### config.mk
export PLATFORM = sky130hd
export DESIGN_NAME = unix_time_to_civil_date_flat
export DESIGN_NICKNAME = d
export VERILOG_FILES = /design/src/hdl/ucd_pkg.sv /design/src/hdl/ucd_if.sv /design/src/hdl/ucd_day_split.sv /design/src/hdl/ucd_civil.sv /design/src/hdl/unix_time_to_civil_date.sv /design/src/flat_wrapper.sv
export SDC_FILE = /design/constraint.sdc
export NUM_CORES = 2
export LEC_CHECK = 0
export ABC_AREA = 1
export BUFFER_PORTS_ARGS = -buffer_cell sky130_fd_sc_hd__buf_2
export CELL_PAD_IN_SITES_DETAIL_PLACEMENT = 1
export CELL_PAD_IN_SITES_GLOBAL_PLACEMENT = 1
export CORE_UTILIZATION = 55
export DETAILED_ROUTE_END_ITERATION = 8
export HOLD_SLACK_MARGIN = 0.12
export PLACE_DENSITY = 0.83
export SYNTH_ARGS = -nofsm -noshare
export SYNTH_HDL_FRONTEND = slang
export SYNTH_HIERARCHICAL = 1
export SYNTH_SLANG_ARGS = --single-unit
### constraint.sdc
create_clock -name clk_i -period 17.9 [get_ports clk_i]
set_clock_uncertainty 0.15 [all_clocks]
set_input_delay 5.37 -clock clk_i [delete_from_list [all_inputs] [get_ports clk_i]]
set_output_delay 5.37 -clock clk_i [all_outputs]
set_load 0.05 [all_outputs]
### src/hdl/ucd_pkg.sv
// Shared widths, constants, reciprocal multipliers and types for the civil date converter.
`default_nettype none

package ucd_pkg;

  localparam int unsigned EPOCH_W  = 32;
  localparam int unsigned DAY_W    = 5;
  localparam int unsigned MONTH_W  = 4;
  localparam int unsigned YEAR_W   = 12;
  localparam int unsigned HOUR_W   = 5;
  localparam int unsigned MINUTE_W = 6;

  localparam int unsigned SECS_PER_DAY    = 86400;
  localparam int unsigned SECS_PER_HOUR   = 3600;
  localparam int unsigned SECS_PER_MINUTE = 60;
  localparam int unsigned MINS_PER_HOUR   = 60;
  localparam int unsigned DAY_SHIFT       = 719468;
  localparam int unsigned DAYS_PER_ERA    = 146097;
  localparam int unsigned YEARS_PER_ERA   = 400;
  localparam int unsigned DAYS_PER_YEAR   = 365;

  // seconds split as {hi, lo}; SECS_PER_DAY is 675 << 7
  localparam int unsigned SEC_LO_W    = 7;
  localparam int unsigned SEC_HI_W    = EPOCH_W - SEC_LO_W;
  localparam int unsigned SEC_HI_DIV  = SECS_PER_DAY >> SEC_LO_W;
  localparam int unsigned DAYS_W      = 16;
  localparam int unsigned SEC_REM_W   = 17;
  localparam int unsigned REM_HI_W    = SEC_REM_W - SEC_LO_W;

  localparam int unsigned DOE_W  = 18;
  localparam int unsigned YOE_W  = 9;
  localparam int unsigned DOY_W  = 9;
  localparam int unsigned MP_W   = 4;
  localparam int unsigned Q60_W  = 11;

  localparam int unsigned ERA_LO     = DAY_SHIFT / DAYS_PER_ERA;
  localparam int unsigned ERA_SPLIT  = (ERA_LO + 1) * DAYS_PER_ERA - DAY_SHIFT;
  localparam int unsigned DOE_SHIFT  = DAY_SHIFT - ERA_LO * DAYS_PER_ERA;
  localparam int unsigned YEAR_LO    = ERA_LO * YEARS_PER_ERA;
  localparam int unsigned YEAR_HI    = (ERA_LO + 1) * YEARS_PER_ERA;

  localparam int unsigned CENT_1 = 36524;
  localparam int unsigned CENT_2 = 2 * CENT_1;
  localparam int unsigned CENT_3 = 3 * CENT_1;
  localparam int unsigned LAST_DOE = DAYS_PER_ERA - 1;
  localparam int unsigned QUAD_DAYS = 1460;

  localparam int unsigned MONTH_SHIFT = 3;
  localparam int unsigned MONTH_WRAP  = 9;
  localparam int unsigned MP_JAN      = 10;

  // floor(x / d) == (x * ceil(2^S / d)) >> S for the value range of x at each site
  localparam int unsigned S_DAY  = 35;
  localparam logic [25:0] M_DAY  = 26'(((64'd1 << S_DAY) + 64'(SEC_HI_DIV) - 64'd1)
                                      / 64'(SEC_HI_DIV));
  localparam int unsigned S_QUAD = 29;
  localparam logic [18:0] M_QUAD = 19'(((64'd1 << S_QUAD) + 64'(QUAD_DAYS) - 64'd1)
                                      / 64'(QUAD_DAYS));
  localparam int unsigned S_HOUR = 29;
  localparam logic [17:0] M_HOUR = 18'(((64'd1 << S_HOUR) + 64'(SECS_PER_HOUR) - 64'd1)
                                      / 64'(SECS_PER_HOUR));
  localparam int unsigned S_MIN  = 23;
  localparam logic [17:0] M_MIN  = 18'(((64'd1 << S_MIN) + 64'(SECS_PER_MINUTE) - 64'd1)
                                      / 64'(SECS_PER_MINUTE));
  localparam int unsigned S_YEAR = 27;
  localparam logic [18:0] M_YEAR = 19'(((64'd1 << S_YEAR) + 64'(DAYS_PER_YEAR) - 64'd1)
                                      / 64'(DAYS_PER_YEAR));
  localparam int unsigned S_CENT = 16;
  localparam logic [9:0]  M_CENT = 10'(((64'd1 << S_CENT) + 64'd99) / 64'd100);
  localparam int unsigned S_MON  = 19;
  localparam logic [11:0] M_MON  = 12'(((64'd1 << S_MON) + 64'd152) / 64'd153);

  typedef struct packed {
    logic [DOE_W-1:0]     doe;
    logic                 era_hi;
    logic [SEC_REM_W-1:0] sec_rem;
  } split_t;

  // first day of each March-based month within the year
  function automatic logic [DOY_W-1:0] month_start(input logic [MP_W-1:0] mp);
    logic [DOY_W-1:0] r;
    case (mp)
      4'd0:    r = 9'd0;
      4'd1:    r = 9'd31;
      4'd2:    r = 9'd61;
      4'd3:    r = 9'd92;
      4'd4:    r = 9'd122;
      4'd5:    r = 9'd153;
      4'd6:    r = 9'd184;
      4'd7:    r = 9'd214;
      4'd8:    r = 9'd245;
      4'd9:    r = 9'd275;
      4'd10:   r = 9'd306;
      4'd11:   r = 9'd337;
      default: r = 9'd0;
    endcase
    return r;
  endfunction

endpackage

`default_nettype wire

### src/hdl/ucd_if.sv
// Request and result channel interfaces of the civil date converter.
`default_nettype none

interface ucd_req_if;
  import ucd_pkg::*;
  logic               valid;
  logic               ready;
  logic [EPOCH_W-1:0] epoch_seconds;
  modport source (output valid, output epoch_seconds, input ready);
  modport sink   (input valid, input epoch_seconds, output ready);
endinterface

interface ucd_rsp_if;
  import ucd_pkg::*;
  logic                valid;
  logic                ready;
  logic [DAY_W-1:0]    day_of_month;
  logic [MONTH_W-1:0]  month_number;
  logic [YEAR_W-1:0]   year_number;
  logic [HOUR_W-1:0]   hour_of_day;
  logic [MINUTE_W-1:0] minute_of_hour;
  modport source (output valid, output day_of_month, output month_number,
                  output year_number, output hour_of_day, output minute_of_hour,
                  input ready);
  modport sink   (input valid, input day_of_month, input month_number,
                  input year_number, input hour_of_day, input minute_of_hour,
                  output ready);
endinterface

`default_nettype wire

### src/hdl/ucd_day_split.sv
// Two pipeline stages: split seconds into day count and second of day, place day in its era.
`default_nettype none

module ucd_day_split (
  input  logic                            clk_i,
  input  logic                            rst_ni,
  input  logic                            valid_i,
  output logic                            ready_o,
  input  logic [ucd_pkg::EPOCH_W-1:0]     epoch_seconds_i,
  output logic                            valid_o,
  input  logic                            ready_i,
  output ucd_pkg::split_t                 split_o
);
  import ucd_pkg::*;

  localparam int unsigned PROD_W = SEC_HI_W + 26;
  localparam int unsigned SCL_W  = DAYS_W + 10;

  logic                   a_v_q, b_v_q;
  logic                   en_a, en_b;
  logic [DAYS_W-1:0]      a_days_q;
  logic [SEC_HI_W-1:0]    a_hi_q;
  logic [SEC_LO_W-1:0]    a_lo_q;
  split_t                 b_split_q;

  logic [PROD_W-1:0]      a_prod;
  logic [SCL_W-1:0]       b_scaled;
  logic [SCL_W-1:0]       b_rem_hi;
  logic                   b_era_hi;
  logic [DOE_W-1:0]       b_doe;

  assign en_b    = !b_v_q || ready_i;
  assign en_a    = !a_v_q || en_b;
  assign ready_o = en_a;

  assign a_prod = PROD_W'(epoch_seconds_i[EPOCH_W-1:SEC_LO_W]) * PROD_W'(M_DAY);

  always_ff @(posedge clk_i or negedge rst_ni) begin
    if (!rst_ni) begin
      a_v_q <= 1'b0;
      b_v_q <= 1'b0;
    end else begin
      if (en_a) a_v_q <= valid_i;
      if (en_b) b_v_q <= a_v_q;
    end
  end

  always_ff @(posedge clk_i) begin
    if (en_a && valid_i) begin
      a_days_q <= a_prod[S_DAY +: DAYS_W];
      a_hi_q   <= epoch_seconds_i[EPOCH_W-1:SEC_LO_W];
      a_lo_q   <= epoch_seconds_i[SEC_LO_W-1:0];
    end
  end

  always_comb begin
    b_scaled = SCL_W'(a_days_q) * SCL_W'(SEC_HI_DIV);
    b_rem_hi = SCL_W'(a_hi_q) - b_scaled;
    b_era_hi = (a_days_q >= DAYS_W'(ERA_SPLIT));
    b_doe    = b_era_hi ? (DOE_W'(a_days_q) - DOE_W'(ERA_SPLIT))
                        : (DOE_W'(a_days_q) + DOE_W'(DOE_SHIFT));
  end

  always_ff @(posedge clk_i) begin
    if (en_b && a_v_q) begin
      b_split_q.doe     <= b_doe;
      b_split_q.era_hi  <= b_era_hi;
      b_split_q.sec_rem <= {b_rem_hi[REM_HI_W-1:0], a_lo_q};
    end
  end

  assign valid_o = b_v_q;
  assign split_o = b_split_q;

endmodule

`default_nettype wire

### src/hdl/ucd_civil.sv
// Seven pipeline stages: day of era to year, month and day; second of day to hour and minute.
`default_nettype none

module ucd_civil (
  input  logic                          clk_i,
  input  logic                          rst_ni,
  input  logic                          valid_i,
  output logic                          ready_o,
  input  ucd_pkg::split_t               split_i,
  output logic                          valid_o,
  input  logic                          ready_i,
  output logic [ucd_pkg::DAY_W-1:0]     day_of_month_o,
  output logic [ucd_pkg::MONTH_W-1:0]   month_number_o,
  output logic [ucd_pkg::YEAR_W-1:0]    year_number_o,
  output logic [ucd_pkg::HOUR_W-1:0]    hour_of_day_o,
  output logic [ucd_pkg::MINUTE_W-1:0]  minute_of_hour_o
);
  import ucd_pkg::*;

  localparam int unsigned NSTG = 7;

  logic [NSTG-1:0] v_q;
  logic [NSTG:0]   en;

  // stage C
  logic [DOE_W-1:0]    c_doe_q;
  logic                c_era_q;
  logic [6:0]          c_q1460_q;
  logic [2:0]          c_qcent_q;
  logic                c_qlast_q;
  logic [HOUR_W-1:0]   c_hour_q;
  logic [Q60_W-1:0]    c_q60_q;
  // stage D
  logic [DOE_W-1:0]    d_y_q, d_doe_q;
  logic                d_era_q;
  logic [HOUR_W-1:0]   d_hour_q;
  logic [MINUTE_W-1:0] d_min_q;
  // stage E
  logic [YOE_W-1:0]    e_yoe_q;
  logic [DOE_W-1:0]    e_doe_q;
  logic                e_era_q;
  logic [HOUR_W-1:0]   e_hour_q;
  logic [MINUTE_W-1:0] e_min_q;
  // stage F
  logic [DOE_W-1:0]    f_base_q, f_doe_q;
  logic [1:0]          f_c100_q;
  logic [YEAR_W-1:0]   f_year_q;
  logic [HOUR_W-1:0]   f_hour_q;
  logic [MINUTE_W-1:0] f_min_q;
  // stage G
  logic [DOY_W-1:0]    g_doy_q;
  logic [YEAR_W-1:0]   g_year_q;
  logic [HOUR_W-1:0]   g_hour_q;
  logic [MINUTE_W-1:0] g_min_q;
  // stage H
  logic [MP_W-1:0]     h_mp_q;
  logic [DOY_W-1:0]    h_doy_q;
  logic [YEAR_W-1:0]   h_year_q;
  logic [HOUR_W-1:0]   h_hour_q;
  logic [MINUTE_W-1:0] h_min_q;
  // stage I (output)
  logic [DAY_W-1:0]    i_day_q;
  logic [MONTH_W-1:0]  i_month_q;
  logic [YEAR_W-1:0]   i_year_q;
  logic [HOUR_W-1:0]   i_hour_q;
  logic [MINUTE_W-1:0] i_min_q;

  logic [36:0]         c_pquad;
  logic [33:0]         c_phour, c_pmin;
  logic [2:0]          c_qcent;
  logic [Q60_W-1:0]    d_min_full;
  logic [35:0]         e_pyear;
  logic [18:0]         f_pcent;
  logic [DOE_W-1:0]    f_base;
  logic [DOE_W-1:0]    g_doy_full;
  logic [10:0]         h_num;
  logic [22:0]         h_pmon;
  logic [DOY_W-1:0]    i_day_full;
  logic                i_jan_feb;

  always_comb begin
    en[NSTG] = ready_i;
    for (int k = NSTG - 1; k >= 0; k--) begin
      en[k] = !v_q[k] || en[k+1];
    end
  end

  assign ready_o = en[0];

  always_ff @(posedge clk_i or negedge rst_ni) begin
    if (!rst_ni) begin
      v_q <= '0;
    end else begin
      if (en[0]) v_q[0] <= valid_i;
      for (int k = 1; k < NSTG; k++) begin
        if (en[k]) v_q[k] <= v_q[k-1];
      end
    end
  end

  // stage C: quotient by 1460, century count, hour and minute quotients
  always_comb begin
    c_pquad = 37'(split_i.doe) * 37'(M_QUAD);
    c_phour = 34'(split_i.sec_rem) * 34'(M_HOUR);
    c_pmin  = 34'(split_i.sec_rem) * 34'(M_MIN);
    c_qcent = 3'(split_i.doe >= DOE_W'(CENT_1)) + 3'(split_i.doe >= DOE_W'(CENT_2))
            + 3'(split_i.doe >= DOE_W'(CENT_3)) + 3'(split_i.doe >= DOE_W'(LAST_DOE));
  end

  always_ff @(posedge clk_i) begin
    if (en[0] && valid_i) begin
      c_doe_q   <= split_i.doe;
      c_era_q   <= split_i.era_hi;
      c_q1460_q <= c_pquad[S_QUAD +: 7];
      c_qcent_q <= c_qcent;
      c_qlast_q <= (split_i.doe == DOE_W'(LAST_DOE));
      c_hour_q  <= c_phour[S_HOUR +: HOUR_W];
      c_q60_q   <= c_pmin[S_MIN +: Q60_W];
    end
  end

  // stage D: corrected day count for the year division, minute of hour
  assign d_min_full = c_q60_q - Q60_W'(c_hour_q) * Q60_W'(MINS_PER_HOUR);

  always_ff @(posedge clk_i) begin
    if (en[1] && v_q[0]) begin
      d_y_q    <= c_doe_q - DOE_W'(c_q1460_q) + DOE_W'(c_qcent_q) - DOE_W'(c_qlast_q);
      d_doe_q  <= c_doe_q;
      d_era_q  <= c_era_q;
      d_hour_q <= c_hour_q;
      d_min_q  <= d_min_full[MINUTE_W-1:0];
    end
  end

  // stage E: year of era
  assign e_pyear = 36'(d_y_q) * 36'(M_YEAR);

  always_ff @(posedge clk_i) begin
    if (en[2] && v_q[1]) begin
      e_yoe_q  <= e_pyear[S_YEAR +: YOE_W];
      e_doe_q  <= d_doe_q;
      e_era_q  <= d_era_q;
      e_hour_q <= d_hour_q;
      e_min_q  <= d_min_q;
    end
  end

  // stage F: days before the year, year number
  always_comb begin
    f_pcent = 19'(e_yoe_q) * 19'(M_CENT);
    f_base  = DOE_W'(e_yoe_q) * DOE_W'(DAYS_PER_YEAR) + DOE_W'(e_yoe_q >> 2);
  end

  always_ff @(posedge clk_i) begin
    if (en[3] && v_q[2]) begin
      f_base_q <= f_base;
      f_c100_q <= f_pcent[S_CENT +: 2];
      f_doe_q  <= e_doe_q;
      f_year_q <= YEAR_W'(e_yoe_q) + (e_era_q ? YEAR_W'(YEAR_HI) : YEAR_W'(YEAR_LO));
      f_hour_q <= e_hour_q;
      f_min_q  <= e_min_q;
    end
  end

  // stage G: day of year
  assign g_doy_full = f_doe_q - (f_base_q - DOE_W'(f_c100_q));

  always_ff @(posedge clk_i) begin
    if (en[4] && v_q[3]) begin
      g_doy_q  <= g_doy_full[DOY_W-1:0];
      g_year_q <= f_year_q;
      g_hour_q <= f_hour_q;
      g_min_q  <= f_min_q;
    end
  end

  // stage H: month counted from March
  always_comb begin
    h_num  = 11'(g_doy_q) * 11'd5 + 11'd2;
    h_pmon = 23'(h_num) * 23'(M_MON);
  end

  always_ff @(posedge clk_i) begin
    if (en[5] && v_q[4]) begin
      h_mp_q   <= h_pmon[S_MON +: MP_W];
      h_doy_q  <= g_doy_q;
      h_year_q <= g_year_q;
      h_hour_q <= g_hour_q;
      h_min_q  <= g_min_q;
    end
  end

  // stage I: day of month, calendar month, year rollover for January and February
  always_comb begin
    i_day_full = h_doy_q - month_start(h_mp_q) + DOY_W'(1);
    i_jan_feb  = (h_mp_q >= MP_W'(MP_JAN));
  end

  always_ff @(posedge clk_i) begin
    if (en[6] && v_q[5]) begin
      i_day_q   <= i_day_full[DAY_W-1:0];
      i_month_q <= i_jan_feb ? (h_mp_q - MONTH_W'(MONTH_WRAP))
                             : (h_mp_q + MONTH_W'(MONTH_SHIFT));
      i_year_q  <= h_year_q + YEAR_W'(i_jan_feb);
      i_hour_q  <= h_hour_q;
      i_min_q   <= h_min_q;
    end
  end

  assign valid_o          = v_q[NSTG-1];
  assign day_of_month_o   = i_day_q;
  assign month_number_o   = i_month_q;
  assign year_number_o    = i_year_q;
  assign hour_of_day_o    = i_hour_q;
  assign minute_of_hour_o = i_min_q;

endmodule

`default_nettype wire

### src/hdl/unix_time_to_civil_date.sv
// Top level of the Unix time to civil date and time of day converter.
// Converts an unsigned 32-bit count of seconds since 1970-01-01 00:00 UTC into the Gregorian
// day, month (1 = January) and year, plus hour and minute; seconds are dropped. The block is
// a nine-stage pipeline with valid bits in every stage: it takes one request per clock cycle
// while the result channel does not stall and returns each result from its last stage. All
// divisions are by constants and are done as reciprocal multiplies, shifts or compares; the
// pipeline depth is set by the chain day split, era, year, day of year, month. Each stage
// holds its item under backpressure and fills empty slots, so a stalled result does not
// block new requests until every stage is full.
`default_nettype none

module unix_time_to_civil_date (
  input  logic   clk_i,
  input  logic   rst_ni,
  ucd_req_if.sink   req_i,
  ucd_rsp_if.source rsp_o
);
  import ucd_pkg::*;

  logic   mid_valid;
  logic   mid_ready;
  split_t mid_split;

  ucd_day_split u_day_split (
    .clk_i           (clk_i),
    .rst_ni          (rst_ni),
    .valid_i         (req_i.valid),
    .ready_o         (req_i.ready),
    .epoch_seconds_i (req_i.epoch_seconds),
    .valid_o         (mid_valid),
    .ready_i         (mid_ready),
    .split_o         (mid_split)
  );

  ucd_civil u_civil (
    .clk_i            (clk_i),
    .rst_ni           (rst_ni),
    .valid_i          (mid_valid),
    .ready_o          (mid_ready),
    .split_i          (mid_split),
    .valid_o          (rsp_o.valid),
    .ready_i          (rsp_o.ready),
    .day_of_month_o   (rsp_o.day_of_month),
    .month_number_o   (rsp_o.month_number),
    .year_number_o    (rsp_o.year_number),
    .hour_of_day_o    (rsp_o.hour_of_day),
    .minute_of_hour_o (rsp_o.minute_of_hour)
  );

endmodule

`default_nettype wire
### src/flat_wrapper.sv
// flat-port wrapper written by rule: the top's interface ports become plain ports
module unix_time_to_civil_date_flat import ucd_pkg::*;
  (clk_i, rst_ni, req_i_valid, req_i_epoch_seconds, req_i_ready, rsp_o_valid, rsp_o_day_of_month, rsp_o_month_number, rsp_o_year_number, rsp_o_hour_of_day, rsp_o_minute_of_hour, rsp_o_ready);
  ucd_req_if req_i_i ();
  ucd_rsp_if rsp_o_i ();
  input  logic clk_i;
  input  logic rst_ni;
  input wire logic [$bits(req_i_i.valid)-1:0] req_i_valid;
  input wire logic [$bits(req_i_i.epoch_seconds)-1:0] req_i_epoch_seconds;
  output wire logic [$bits(req_i_i.ready)-1:0] req_i_ready;
  output wire logic [$bits(rsp_o_i.valid)-1:0] rsp_o_valid;
  output wire logic [$bits(rsp_o_i.day_of_month)-1:0] rsp_o_day_of_month;
  output wire logic [$bits(rsp_o_i.month_number)-1:0] rsp_o_month_number;
  output wire logic [$bits(rsp_o_i.year_number)-1:0] rsp_o_year_number;
  output wire logic [$bits(rsp_o_i.hour_of_day)-1:0] rsp_o_hour_of_day;
  output wire logic [$bits(rsp_o_i.minute_of_hour)-1:0] rsp_o_minute_of_hour;
  input wire logic [$bits(rsp_o_i.ready)-1:0] rsp_o_ready;
  assign req_i_i.valid = req_i_valid;
  assign req_i_i.epoch_seconds = req_i_epoch_seconds;
  assign req_i_ready = req_i_i.ready;
  assign rsp_o_valid = rsp_o_i.valid;
  assign rsp_o_day_of_month = rsp_o_i.day_of_month;
  assign rsp_o_month_number = rsp_o_i.month_number;
  assign rsp_o_year_number = rsp_o_i.year_number;
  assign rsp_o_hour_of_day = rsp_o_i.hour_of_day;
  assign rsp_o_minute_of_hour = rsp_o_i.minute_of_hour;
  assign rsp_o_i.ready = rsp_o_ready;
  unix_time_to_civil_date u_core (.clk_i(clk_i), .rst_ni(rst_ni), .req_i(req_i_i), .rsp_o(rsp_o_i));
endmodule
==> results.yml <==
outcome:
  status: "complete, but fails checks"
  failing_checks: "design-rule violations"
drt:
  drt_iter0_markers: 1754
  ant_nets: 0
  detail_route.wirelength_mm: 139
  firstDrtPassIters: 9
  route.detailed.wl_per_inst_um: 21.0
  drt_drc_violations_left: 12
  detail_route.vias_per_cell: 5.49
  vias: 36375
grt:
  wire_length_of_the_first_global_routing_pass_mm: 221
  global_route.overflow_total: 0
  maximum_number_of_pins_on_one_net_before_global_route_repair: 40
  grt_antenna_before_repair: 2
  via_count_of_the_first_global_routing_pass: 41742
  grt_util_all_layers: 0.312
die:
  die_area_um2: 91100
  initial_utilization: 0.558
  dieHeight_um: 302
  num_rows: 109
  ioPinCount: 70
  floorplan.die.width_um: 302
  core_area_um2: 88600
clock_tree:
  cts.sinks: 332
  cts-buffers-inserted: 37
  postCtsResizedCells: 0
  clock_tree_root_driver_cell: "sky130_fd_sc_hd__clkbuf_16"
  h-tree-depth: 2
  clock_path_buffers: 3
  tritoncts: "yes"
  post-cts-setup-buffer-count: 0
  cts.hold.buffers_added: 0
  clk_pin_slew_ns: 0.06
  clk-insertion-delay-late_ns: 0.58
worst_setup_path:
  cp.required_ns: 12.38
  critical_path.max_fanout: 3
  crit_arrival_ns: 8.05
  worst_setup_path_startpoint: "rsp_o_ready"
  r2r-start: "u_core/u_civil/g_doy_q[1]$_DFFE_PP_"
  crit_type: "in -> out"
  critPathLaunchType: "primary input"
  crit_path_end_kind: "output pin"
layout:
  most_common_library_cell_in_the_layout_ignoring_fill_and_taps: "sky130_fd_sc_hd__inv_1"
  final_cell_area_um2: 52500
  final_layout_size_suffix_gt1_frac: 0.0397
  mostFrequentLayoutCells: "sky130_fd_sc_hd__inv_1 (1,404), sky130_fd_sc_hd__ha_1 (1,077), sky130_fd_sc_hd__nand2_1 (855)"
  area_growth_from_synthesis_to_layout_pct: 6.30
  num-nets-final: 7110
synthesis:
  most_area_consuming_cells_after_synthesis: "sky130_fd_sc_hd__ha_1 (27%), sky130_fd_sc_hd__fa_1 (23%), sky130_fd_sc_hd__edfxtp_1 (19%), sky130_fd_sc_hd__inv_1 (11%), sky130_fd_sc_hd__nand2_1 (6.5%)"
  ys_warn_count: 6
  number_of_enable_type_register_cells_in_the_synthesized_netlist: 318
  avgSynthCellArea_um2: 9.29
  synthesis.area_um2: 49400
  yosys_register_bits: 332
  post-synth-top-area-fraction: 0.273
  synthesis.instances: 5318
  ys_dominant_reg_cell: "sky130_fd_sc_hd__edfxtp_1"
  synth_sequential_area_ratio: 0.200
  synth_area_leader_cell: "sky130_fd_sc_hd__ha_1"
  net_count_synth: 6995
  post_synth_num_cell_types: 56
  ys_async_sr_fraction: 0.0271
min_path:
  hold_path.class: "reg -> reg"
  min_from: "u_core/u_day_split/a_lo_q[5]$_DFFE_PP_"
timing:
  setup_tns_ns: 0
  pins_over_their_slew_limit: 0
  rsz0062_at_grt: "no"
  worst_slew_margin_rel: 0.409
  report.final.setup_viol: 0
  min_period_over_period: 0.758
  number_of_hold_violations_in_the_final_report: 0
  period_minus_slack_ns: 13.57
  max_freq_ghz: 0.0737
  worst_pin_slew_ns: 0.887
placed_design:
  place_congestion: 0.905
  port_buffers: 69
  hpwl_after_detailed_placement_mm: 118
  dpl-instance-area_um2: 51300
flow_run:
  cap_viol_max_count: 0
## cells in the mapped netlist (4+ instances only)
| library cell | n |
|---|---|
| sky130_fd_sc_hd__inv_1 | 1405 |
| sky130_fd_sc_hd__ha_1 | 1077 |
| sky130_fd_sc_hd__nand2_1 | 855 |
| sky130_fd_sc_hd__fa_1 | 564 |
| sky130_fd_sc_hd__edfxtp_1 | 318 |
| sky130_fd_sc_hd__nor2_1 | 225 |
| sky130_fd_sc_hd__a21oi_1 | 198 |
| sky130_fd_sc_hd__nand3_1 | 141 |
| sky130_fd_sc_hd__o21ai_0 | 95 |
| sky130_fd_sc_hd__xor2_1 | 95 |
| sky130_fd_sc_hd__xnor2_1 | 50 |
| sky130_fd_sc_hd__nand4_1 | 49 |
| sky130_fd_sc_hd__nor3_1 | 39 |
| sky130_fd_sc_hd__a21o_1 | 20 |
| sky130_fd_sc_hd__nand3_2 | 18 |
| sky130_fd_sc_hd__o21bai_1 | 15 |
| sky130_fd_sc_hd__a31oi_1 | 12 |
| sky130_fd_sc_hd__nand2_2 | 11 |
| sky130_fd_sc_hd__nor4_1 | 10 |
| sky130_fd_sc_hd__dfrtp_1 | 9 |
| sky130_fd_sc_hd__a211oi_1 | 7 |
| sky130_fd_sc_hd__a21boi_0 | 7 |
| sky130_fd_sc_hd__nor2_2 | 7 |
| sky130_fd_sc_hd__o211ai_1 | 7 |
| sky130_fd_sc_hd__o21ai_1 | 7 |
| sky130_fd_sc_hd__or2_2 | 7 |
| sky130_fd_sc_hd__o21ai_2 | 6 |
| sky130_fd_sc_hd__dfxtp_1 | 5 |
| sky130_fd_sc_hd__nand3b_1 | 5 |
| sky130_fd_sc_hd__o31ai_1 | 5 |
| sky130_fd_sc_hd__and2_1 | 4 |
| sky130_fd_sc_hd__buf_4 | 4 |
| sky130_fd_sc_hd__o21a_1 | 4 |
## sequential cells by signal, indices dropped and copies added, names as in the netlist, 10 cells and up, named ones only
register and flops:
u_core/u_civil/d_y_q 18, u_core/u_day_split/a_days_q 16, u_core/u_civil/f_year_q 12, u_core/u_civil/year_number_o 12
u_core/u_day_split/a_hi_q 10, u_core/u_civil/g_year_q 12, u_core/u_civil/c_doe_q 18, u_core/u_day_split/split_o 36
u_core/u_civil/h_year_q 12
## worst paths after layout
path	endpoint	slack (ns)	cells after the start
setup / recovery	req_i_ready	4.33	16
setup reg to reg	flop	10.29	31
max in group asynchronous	u_core/u_civil/v_q[3]$_DFFE_PN0P_	12.74	1
hold reg to reg	u_core/u_day_split/split_o[5]$_DFFE_PP_	0.26	0
min in group asynchronous	u_core/u_civil/v_q[0]$_DFFE_PN0N_	4.55	1
hold / removal	u_core/u_day_split/split_o[5]$_DFFE_PP_	0.26	0
## metrics by stage
stage	util	hold slack (ns)	setup slack (ns)	instances
floorplan	-	0.250	5.57	5318
global placement	0.579	0.250	4.52	6559
detailed placement	0.579	0.255	4.51	6559
CTS	0.593	0.254	4.40	6626
global route	0.593	0.261	4.19	6626
finish	0.593	0.258	4.33	6627
## cell type report
type                       count  area (um2)
fill                       10229       36100
multi-input combinational   3566       34200
sequential                   332        9870
inverter                    1410        5290
tap                         1165        1460
clock buffer                  46         991
timing repair buffer          86         473
clock inverter                21         253
antenna                        1        2.50
## per-layer routing
| layer | wire length [um] | global-route usage |
|---|---|---|
| met1 | 56600 | 0.369 |
| met2 | 72900 | 0.586 |
| met3 | 4640 | 0.0301 |
| met4 | 4850 | 0.111 |
| met5 | 9 | 0 |
## worst max-delay path, stage by stage
cell                      delay [ns]
sky130_fd_sc_hd__buf_2          0.10
sky130_fd_sc_hd__nor2_1         0.18
sky130_fd_sc_hd__inv_1          0.08
sky130_fd_sc_hd__nor2_1         0.09
sky130_fd_sc_hd__inv_1          0.07
sky130_fd_sc_hd__nor2_1         0.12
sky130_fd_sc_hd__inv_1          0.10
sky130_fd_sc_hd__nor2_1         0.24
sky130_fd_sc_hd__inv_1          0.13
sky130_fd_sc_hd__nor2_2         0.15
sky130_fd_sc_hd__inv_1          0.09
sky130_fd_sc_hd__nor2_1         0.30
sky130_fd_sc_hd__nand2_1        0.25
sky130_fd_sc_hd__inv_1          0.20
sky130_fd_sc_hd__nand3_1        0.26
sky130_fd_sc_hd__buf_2          0.31
## logic make-up after synthesis
group                    after synthesis  share of synthesized area
AO/OA/AOI/OAI                        398                     0.0460
XOR/XNOR                             146                     0.0260
adder cells (fa/ha/maj)             1641                      0.501
buffers and inverters               1420                      0.109
flip-flops                           332                      0.200
AND/OR/NAND/NOR                     1381                      0.118
Power is not shown: default switching activity piles up to over one toggle a cycle in this logic, so the estimate is an artifact.
